$ cat config.mk
export PLATFORM = sky130hd
export DESIGN_NAME = cag_ctrl
export DESIGN_NICKNAME = d
export VERILOG_FILES = /design/src/hdl/cag_pkg.sv /design/src/hdl/cag_ctrl.sv
export SDC_FILE = /design/constraint.sdc
export NUM_CORES = 1
export LEC_CHECK = 0
export ABC_CLOCK_PERIOD_IN_PS = 2400
export BUFFER_PORTS_ARGS = -buffer_cell sky130_fd_sc_hd__clkbuf_2
export CORE_AREA = 2 2 39 41
export DETAILED_ROUTE_END_ITERATION = 10
export DIE_AREA = 0 0 41 43
export GPL_TIMING_DRIVEN = 0
export PLACE_DENSITY_LB_ADDON = 0.1
export REMOVE_ABC_BUFFERS = 1
export SYNTH_ARGS = -nofsm -noshare
export SYNTH_HDL_FRONTEND = slang
export SYNTH_SLANG_ARGS = --single-unit
$ cat constraint.sdc
create_clock -name clk -period 2.4 [get_ports clk]
set_input_delay 0.12 -clock clk [delete_from_list [all_inputs] [get_ports clk]]
set_output_delay 0.12 -clock clk [all_outputs]
set_load 0.03 [all_outputs]
$ cat src/hdl/cag_pkg.sv
// ----------------------------------------------------------------------------
// cag_pkg
// Shared types and constants of the cave automaton generator: grid sizes,
// command modes, register indexes, controller states and the control
// and status groups between the controller and the datapath.
// ----------------------------------------------------------------------------
package cag_pkg;

	localparam int MAX_COLUMNS = 64;
	localparam int MAX_ROWS    = 64;
	localparam int ROW_W       = $clog2(MAX_ROWS);
	localparam int COL_W       = $clog2(MAX_COLUMNS);
	localparam int DIM_W       = 7;
	localparam int LIMIT_W     = 4;
	localparam int GEN_W       = 4;
	localparam int CNT_W       = 4;
	localparam int REG_IDX_W   = 3;
	localparam int CFG_DATA_W  = 7;

	typedef enum logic [1:0] {
		MODE_WRITE = 2'd0,
		MODE_RUN   = 2'd1,
		MODE_READ  = 2'd2,
		MODE_NONE  = 2'd3
	} cag_mode_t;

	typedef enum logic [REG_IDX_W-1:0] {
		REG_WIDTH  = 3'd0,
		REG_HEIGHT = 3'd1,
		REG_DEATH  = 3'd2,
		REG_BIRTH  = 3'd3,
		REG_GENS   = 3'd4
	} cag_reg_t;

	typedef enum logic [2:0] {
		ST_IDLE,
		ST_ACC_RD,
		ST_ACC_DO,
		ST_RUN,
		ST_FIN
	} cag_state_t;

	typedef struct packed {
		logic [DIM_W-1:0]   width;
		logic [DIM_W-1:0]   height;
		logic [LIMIT_W-1:0] death;
		logic [LIMIT_W-1:0] birth;
		logic [GEN_W-1:0]   gens;
	} cag_cfg_t;

	typedef struct packed {
		logic latch;
		logic acc_commit;
		logic run_step;
		logic finish;
	} cag_cmd_t;

	typedef struct packed {
		logic gen_zero;
		logic row_end;
		logic gen_end;
	} cag_stat_t;

endpackage

$ cat src/hdl/cag_ctrl.sv
// ----------------------------------------------------------------------------
// cag_ctrl
// Controller state machine: sequences cell accesses and generation runs
// and issues commands to the datapath.
// ----------------------------------------------------------------------------
module cag_ctrl import cag_pkg::*; (
	input  logic       clk,
	input  logic       arst_n,
	input  logic       start,
	input  logic [1:0] mode,
	input  cag_stat_t  stat,
	output cag_cmd_t   cmd,
	output logic       busy
);

	cag_state_t state_q, state_nxt;

	// state register
	always_ff @(posedge clk or negedge arst_n) begin
		if (!arst_n) begin
			state_q <= ST_IDLE;
		end else begin
			state_q <= state_nxt;
		end
	end

	// next state
	always_comb begin
		state_nxt = state_q;
		case (state_q)
			ST_IDLE: begin
				if (start) begin
					case (cag_mode_t'(mode))
						MODE_WRITE, MODE_READ: state_nxt = ST_ACC_RD;
						MODE_RUN:              state_nxt = stat.gen_zero ? ST_FIN : ST_RUN;
						default:               state_nxt = ST_FIN;
					endcase
				end
			end
			ST_ACC_RD: state_nxt = ST_ACC_DO;
			ST_ACC_DO: state_nxt = ST_IDLE;
			ST_RUN: begin
				if (stat.row_end && stat.gen_end) begin
					state_nxt = ST_FIN;
				end
			end
			ST_FIN:  state_nxt = ST_IDLE;
			default: state_nxt = ST_IDLE;
		endcase
	end

	// outputs
	always_comb begin
		cmd  = '0;
		busy = 1'b1;
		case (state_q)
			ST_IDLE: begin
				busy      = 1'b0;
				cmd.latch = start;
			end
			ST_ACC_RD: ;
			ST_ACC_DO: begin
				cmd.acc_commit = 1'b1;
				cmd.finish     = 1'b1;
			end
			ST_RUN:  cmd.run_step = 1'b1;
			ST_FIN:  cmd.finish   = 1'b1;
			default: busy = 1'b1;
		endcase
	end

endmodule

# After elaboration in Yosys (flattened, before gate mapping)
# Cells that the tools add are included.
# word_totals
ramBits	0
mem_bits_ro	0
register_bits	3
latchBits	0
memories	0
# op_classes
div	0
bitwise_logic	0
shifts	0
add_sub_neg	0
multipliers	0
n_eq_ne	8
magnitude_cmp	0
n_reduce_logical	6
muxes	10
# op_table
operator	n
3-bit 2-to-1 mux	3
3-bit one-hot mux with 3 select lines	1
3-bit by 2-bit == test with 1-bit output, second input constant	2
3-bit one-hot mux with 2 select lines	1
1-bit 2-to-1 mux	5
2-bit inequality test, second input constant	2
2-bit OR reduction	2
3-bit by 1-bit == test with 1-bit output, second input constant	1
3-bit == test, second input constant	1
3-bit zero test	1
2-bit by 1-bit == test with 1-bit output, second input constant	1
2-bit == test, second input constant	1
2-bit zero test	1
2-bit AND reduction	1
1-bit logical AND	1

# Depth between registers and ports, before layout
# Gate-level depths: netlist (run 1).
# depth
ltp_word	5
mapped_depth	3
mapped_depth_nobuf	3

# Worst setup path before layout (run 1)
# No wires, ideal clock.
# synth_path
path_kind	register -> register
start	reg state_q[2]
end	reg state_q[0]
slack_ns	1.100
required_time_ns	2.322
stages_incl_launch_ff	4
arrival_ns	1.222
setup_ns	0.078
path_cell_list	dfrtp_1 or4b_4 inv_2 o2bb2ai_1
# synth_via
elab_chain_len	3
word_cells_on_any_way	7
classes_between	eq/ne (4); mux (1); reduce/logical (2)
# synth_rtl
element	line_no	rtl
start, declared	cag_ctrl.sv:16	cag_state_t state_q, state_nxt;
start signal, assigned	cag_ctrl.sv:23	state_q <= state_nxt;
3-bit by 2-bit == test with 1-bit output / 3-bit zero test (equally long branches)	cag_ctrl.sv:30	case (state_q)
2-bit inequality test (no source line)	-	
2-bit AND reduction (no source line)	-	
# Several ways; a longest one is shown, not always the timed one.
# A chain may end at the register's enable or synchronous reset.

==> results of run 1 <==
## metal layers
| layer | part of all wire | global-route usage |
|---|---|---|
| met1 | 0.40 | 0.0865 |
| met2 | 0.51 | 0.106 |
| met3 | 0.088 | 0.0157 |
| met4 | 0 | 0.0800 |
| met5 | 0 | 0 |
## metrics by stage
step | power, mW | area (um^2) | worst slack, ns | cells
2_1_floorplan | 0.148 | 190 | 1.10 | 21
3_3_place_gp | 0.181 | 270 | 1.02 | 49
3_5_place_dp | 0.181 | 270 | 1.02 | 49
4_1_cts | 0.275 | 307 | 0.765 | 54
5_1_grt | 0.291 | 307 | 0.714 | 54
6_report | 0.268 | 307 | 0.779 | 54
## where the power goes
group          total [mW]  internal [mW]  switching (mW)
clock              0.0875         0.0623          0.0253
sequential         0.0745         0.0595          0.0150
combinational       0.106         0.0412          0.0648
total               0.268          0.163           0.105
## area by class of cell
class | count | area [um^2] | area share
multi-input cells | 16 | 108 | 0.351
flip-flops and latches | 3 | 75.1 | 0.245
repair buffers | 13 | 70.1 | 0.229
clock buffers | 4 | 26.3 | 0.0857
well taps | 16 | 20.0 | 0.0653
inverters | 2 | 7.51 | 0.0245
## tightest hold or removal path: cells and delay by family
kind / cells / cell delay, ns
AND/OR/NAND/NOR: 1 / 0.05
buffers and inverters: 1 / 0.09
AO/OA/AOI/OAI: 1 / 0.07
## synthesized netlist by cell type
library cell and n:
or3_1 1, or4_1 1, and2_1 1, or4b_4 1, dfrtp_1 3, nand3b_1 1
inv_2 1, nand2_1 2, nor3b_1 1, nor2_1 1, inv_1 1, and3_1 1
o21ai_0 1, o22ai_1 2, xnor2_1 1, o2bb2ai_1 1, nand2b_1 1
## repair_timing
item | in CTS | in global routing
endpoints found under the hold margin | 3 | 0
hold buffers | 1 | 0
resized for setup | 0 | 0
## final timing paths
check                            from    endpoint  slack [ns]
max in group asynchronous      arst_n  state_q[2]        2.07
min in group asynchronous      arst_n  state_q[0]        0.22
min reg2reg                state_q[0]  state_q[1]        0.66
max reg2reg                state_q[2]  state_q[2]        1.12
max                        state_q[2]      cmd[3]        0.78
min                           mode[0]  state_q[1]        0.15
## kinds of logic after synthesis
kind of cell,after synthesis,share of synthesized area
XOR/XNOR,1,0.0461
AO/OA/AOI/OAI,4,0.138
AND/OR/NAND/NOR,11,0.382
flip-flops,3,0.395
buffers and inverters,2,0.0394
==> results.json, run 1 <==
{
  "clock_sink_count": 3,
  "cts_inserted_buffers": 3,
  "largest_reg_flops": 3,
  "powerDensity_mw_per_mm2": 874,
  "diodes": 0,
  "synth-warning-count": 0,
  "status": "finished, final reports clean",
  "holdWs_ns": 0.151,
  "finalSetupViolations": 0,
  "vias": 212,
  "critPathKind": "reg -> out",
  "layout.nets": 47,
  "post_cts_buffers": 0,
  "grt_overflow_total": 0,
  "port_buffers": 12,
  "netlist-cell-type-count": 17,
  "htree_levels": 1,
  "clk_pin_slew_worst_paths_ns": 0.04,
  "dr.pass1.iters": 2,
  "coreArea_mm2": 0.00138,
  "ios": 13,
  "drc": 0,
  "die-height_um": 43,
  "cts_tree": "yes",
  "cp.buffers_inverters": 2,
  "path_depth": 3,
  "clock_skew_ns": 0.00119,
  "synth_top_area_frac": 0.395,
  "syn_to_final_growth_pct": 61.2,
  "maxCapViolations": 0,
  "tightest_slew_ns": 0.251,
  "cp_top_family": "simple AND/OR/NAND/NOR gates",
  "first_global_vias": 224,
  "row_count": 14,
  "final_cell_mix": "clkbuf_2 (12), clkbuf_4 (3), dfrtp_1 (3)",
  "ctsRootBufferMaster": "clkbuf_4",
  "dr.first_iter.drc_count": 2,
  "cp.arrival_ns": 1.50,
  "rr_worst_depth": 2,
  "fin_crit_ns": 1.62,
  "crit_required_ns": 2.28,
  "p_leak_nw": 0.164,
  "path_max_fanout": 7,
  "netlist_area_um2": 190,
  "max_freq_mhz": 617,
  "hold_viol": 0,
  "yosysSeqAreaShare": 0.395,
  "slew_headroom": 0.831,
  "drive_above_1_share": 0.447,
  "ant_nets": 0,
  "die-area_mm2": 0.00176,
  "dp_hpwl_um": 403,
  "setup_tns_ns": 0,
  "routed_wl_um": 502,
  "synth_top_area_cell": "dfrtp_1",
  "hold_class": "in -> reg",
  "critPathSlowestCell": "or4b_4",
  "layout_commonest_cell": "clkbuf_2",
  "ys_ff_latch": 3,
  "clockBufferDepth": 2,
  "avgViaCountPerCell": 3.93,
  "drv_slew": 0,
  "clk_latency_ns": 0.23,
  "cp-end-kind": "output pin",
  "min_path_cells": 3,
  "reg_top3": "state_q: 3 flops",
  "crit_chain": "or4b_4 -> inv_2 -> clkbuf_2",
  "finalCoreUtilization": 0.222,
  "grt_max_degree": 8,
  "die_w_um": 41,
  "fillers": 165,
  "gp_congestion": 0.740,
  "peakVddDrop_mv": 0.165,
  "top_register": "state_q",
  "post-route-period-util": 0.675,
  "antenna_found_initial": 0,
  "initial_core_util": 0.137,
  "rsz0062_at_grt": "no",
  "ys_top_cells_by_area": "dfrtp_1 (39%), or4b_4 (7.2%), o22ai_1 (6.6%), o2bb2ai_1 (4.6%), xnor2_1 (4.6%)",
  "grt_pass1_wl_um": 869,
  "cp-start-kind": "register",
  "syn_avg_cell_area_um2": 9.06,
  "routedWlPerCell_um": 9.30,
  "netlist_instances": 21,
  "grt_usage": 0.0762,
  "slowest_delay_ns": 0.57
}
(Power assumes the default switching activity.)
==> inputs of run 2 (changes only) <==
- ABC_AREA: not set -> 1
- ABC_CLOCK_PERIOD_IN_PS: 2400 -> 1500
- clock period: 2.4 -> 1.5 ns (I/O delays scaled with it)
==> run 2 against run 1 <==
Cell count increased by 19%. Register-to-register slack got worse by 0.65 ns. Flip-flop and latch count unchanged. Largest cell class unchanged. Global-route usage increased by 0.72 points.
==> results.json, run 2 <==
{
  "syn_to_final_growth_pct": 57.8,
  "cts_inserted_buffers": 3,
  "clock_sink_count": 3,
  "cts_tree": "yes",
  "r2r_end": "state_q[2]",
  "largest_reg_flops": 3,
  "tightest_slew_ns": 0.281,
  "final_cell_mix": "clkbuf_2 (12), nand2_1 (7), inv_1 (5), nor2_1 (5)",
  "drive_above_1_share": 0.396,
  "cp-end-kind": "output pin",
  "finalSetupViolations": 0,
  "cp.arrival_ns": 1.19,
  "clk_pin_slew_worst_paths_ns": 0.04,
  "die-area_mm2": 0.00176,
  "cts_resized": 0,
  "setup_tns_ns": 0,
  "yosysSeqAreaShare": 0.373,
  "initial_core_util": 0.146,
  "routed_wl_um": 509,
  "vias": 237,
  "rsz0062_at_grt": "no",
  "gp_congestion": 0.718,
  "crit_chain": "nor2_2 -> nand3_1 -> inv_1 -> clkbuf_2",
  "clk_latency_ns": 0.23,
  "netlist_instances": 31,
  "ys_ff_latch": 3,
  "die-height_um": 43,
  "slew_headroom": 0.811,
  "layout.nets": 57,
  "critPathSlowestCell": "dfrtp_1",
  "rr_worst_depth": 4,
  "clock_skew_ns": 0.00106,
  "grt_overflow_total": 0,
  "sw_frac_of_total": 0.522,
  "htree_levels": 1,
  "async_reset_ff_frac": 1.00,
  "netlist-cell-type-count": 10,
  "ys.flop_type": "dfrtp_1",
  "antenna_found_initial": 0,
  "dr.first_iter.drc_count": 4,
  "max_freq_mhz": 790,
  "dp_hpwl_um": 413,
  "cp-start-kind": "register",
  "synth_common_cells": "nand2_1 (7), inv_1 (5), nor2_1 (5)",
  "power.switching_mw": 0.359,
  "synth_top_area_frac": 0.373,
  "r2r_start": "state_q[2]",
  "p_leak_nw": 0.193,
  "hold_viol": 0,
  "drv_slew": 0,
  "crit_required_ns": 1.42,
  "grt_pass1_wl_um": 931,
  "fillers": 158,
  "maxCapViolations": 0,
  "intPower_mw": 0.329,
  "first_global_vias": 252,
  "multiInputGateArea_um2": 108,
  "seqCellArea_um2": 75.1,
  "top_register": "state_q",
  "dr.pass1.iters": 2,
  "post_cts_buffers": 0,
  "use_met3": 0.0314,
  "powerDensity_mw_per_mm2": 2160,
  "coreArea_mm2": 0.00138,
  "gr-usage-met2": 0.113,
  "slowest_delay_ns": 0.42,
  "endpoint": "cmd[3]",
  "clkPwrFrac": 0.205,
  "diodes": 0,
  "grt_busiest_layer": "met2",
  "ys_top_cells_by_area": "dfrtp_1 (37%), nand2_1 (13%), inv_1 (9.3%), nor2_1 (9.3%), o21ai_0 (7.5%)",
  "hold_buffers": 1,
  "synth-warning-count": 0,
  "row_count": 14,
  "post-route-period-util": 0.844,
  "critPathLaunch": "state_q[2]",
  "grt_max_degree": 6,
  "clockBufferDepth": 2,
  "routedWlPerCell_um": 7.95,
  "synth_top_area_cell": "dfrtp_1",
  "netlist_area_um2": 201,
  "port_buffers": 12,
  "grt_util_met1": 0.0935,
  "sequentialPowerShare": 0.221,
  "syn_avg_cell_area_um2": 6.50,
  "critPathKind": "reg -> out",
  "comb_power_share": 0.574,
  "grt_usage": 0.0834,
  "hold_class": "in -> reg",
  "r2r_setup_slack_ns": 0.47,
  "ios": 13,
  "ctsRootBufferMaster": "clkbuf_4",
  "drc": 0,
  "ant_nets": 0,
  "path_max_fanout": 5,
  "die_w_um": 41,
  "synth_most_common_cell": "nand2_1",
  "status": "finished, final reports clean",
  "peakVddDrop_mv": 0.767,
  "avgViaCountPerCell": 3.70,
  "synth_edf_count": 0,
  "layout_commonest_cell": "clkbuf_2",
  "fin_crit_ns": 1.27,
  "dp_cells": 59,
  "final_cell_count_no_fill": 64,
  "reg_top3": "state_q: 3 flops"
}
[run 2: through the flow]
stage	hold WS, ns	worst slack, ns	power, mW	util	cell area, um^2
detailed placement	-0.127	0.470	0.550	0.203	282
floorplan	-0.221	0.366	0.442	-	201
finish	0.131	0.234	0.687	0.230	318
global placement	-0.128	0.452	0.552	0.203	282
global route	0.168	0.113	0.759	0.230	318
CTS	0.128	0.208	0.705	0.230	318
[run 2: cell type report]
| type | instances | share of cell area |
|---|---|---|
| flip-flops and latches | 3 | 0.236 |
| repair buffers | 13 | 0.220 |
| clock buffers | 4 | 0.0827 |
| well taps | 16 | 0.0630 |
| inverters | 5 | 0.0591 |
| multi-input cells | 23 | 0.339 |
[run 2: power groups by stage]
stage / Combinational (mW) / Sequential, mW / Clock, mW
after detailed placement: 0.397 / 0.153 / 0
after floorplan: 0.296 / 0.146 / 0
after global routing: 0.442 / 0.159 / 0.158
final: 0.395 / 0.152 / 0.141
after CTS: 0.401 / 0.152 / 0.151
after global placement: 0.399 / 0.154 / 0
[run 2: worst min path at each step]
stage / from / endpoint / slack [ns] / depth (start not counted)
floorplan: arst_n / state_q[0] / -0.22 / 0
global placement: arst_n / state_q[0] / -0.13 / 1
detailed placement: arst_n / state_q[1] / -0.13 / 1
CTS: stat[1] / state_q[0] / 0.13 / 4
global route: start / state_q[1] / 0.17 / 3
finish: stat[0] / state_q[0] / 0.13 / 4
[run 2: cell families after synthesis]
kind of cell,share of synthesized area
simple gates,0.398
flops,0.373
buf+inv,0.0932
compound gates,0.137
[run 2: routing by layer]
layer	vias to the layer above	routed length, um
met5	-	0
met4	0	0
met3	0	17
met2	6	285
met1	102	206
li1	129	-
[run 2: critical path, delay by kind of cell (launching register included)]
family,cells,cell delay [ns]
buffers and inverters,2,0.27
DFF,1,0.42
and+or+nand+nor,2,0.26
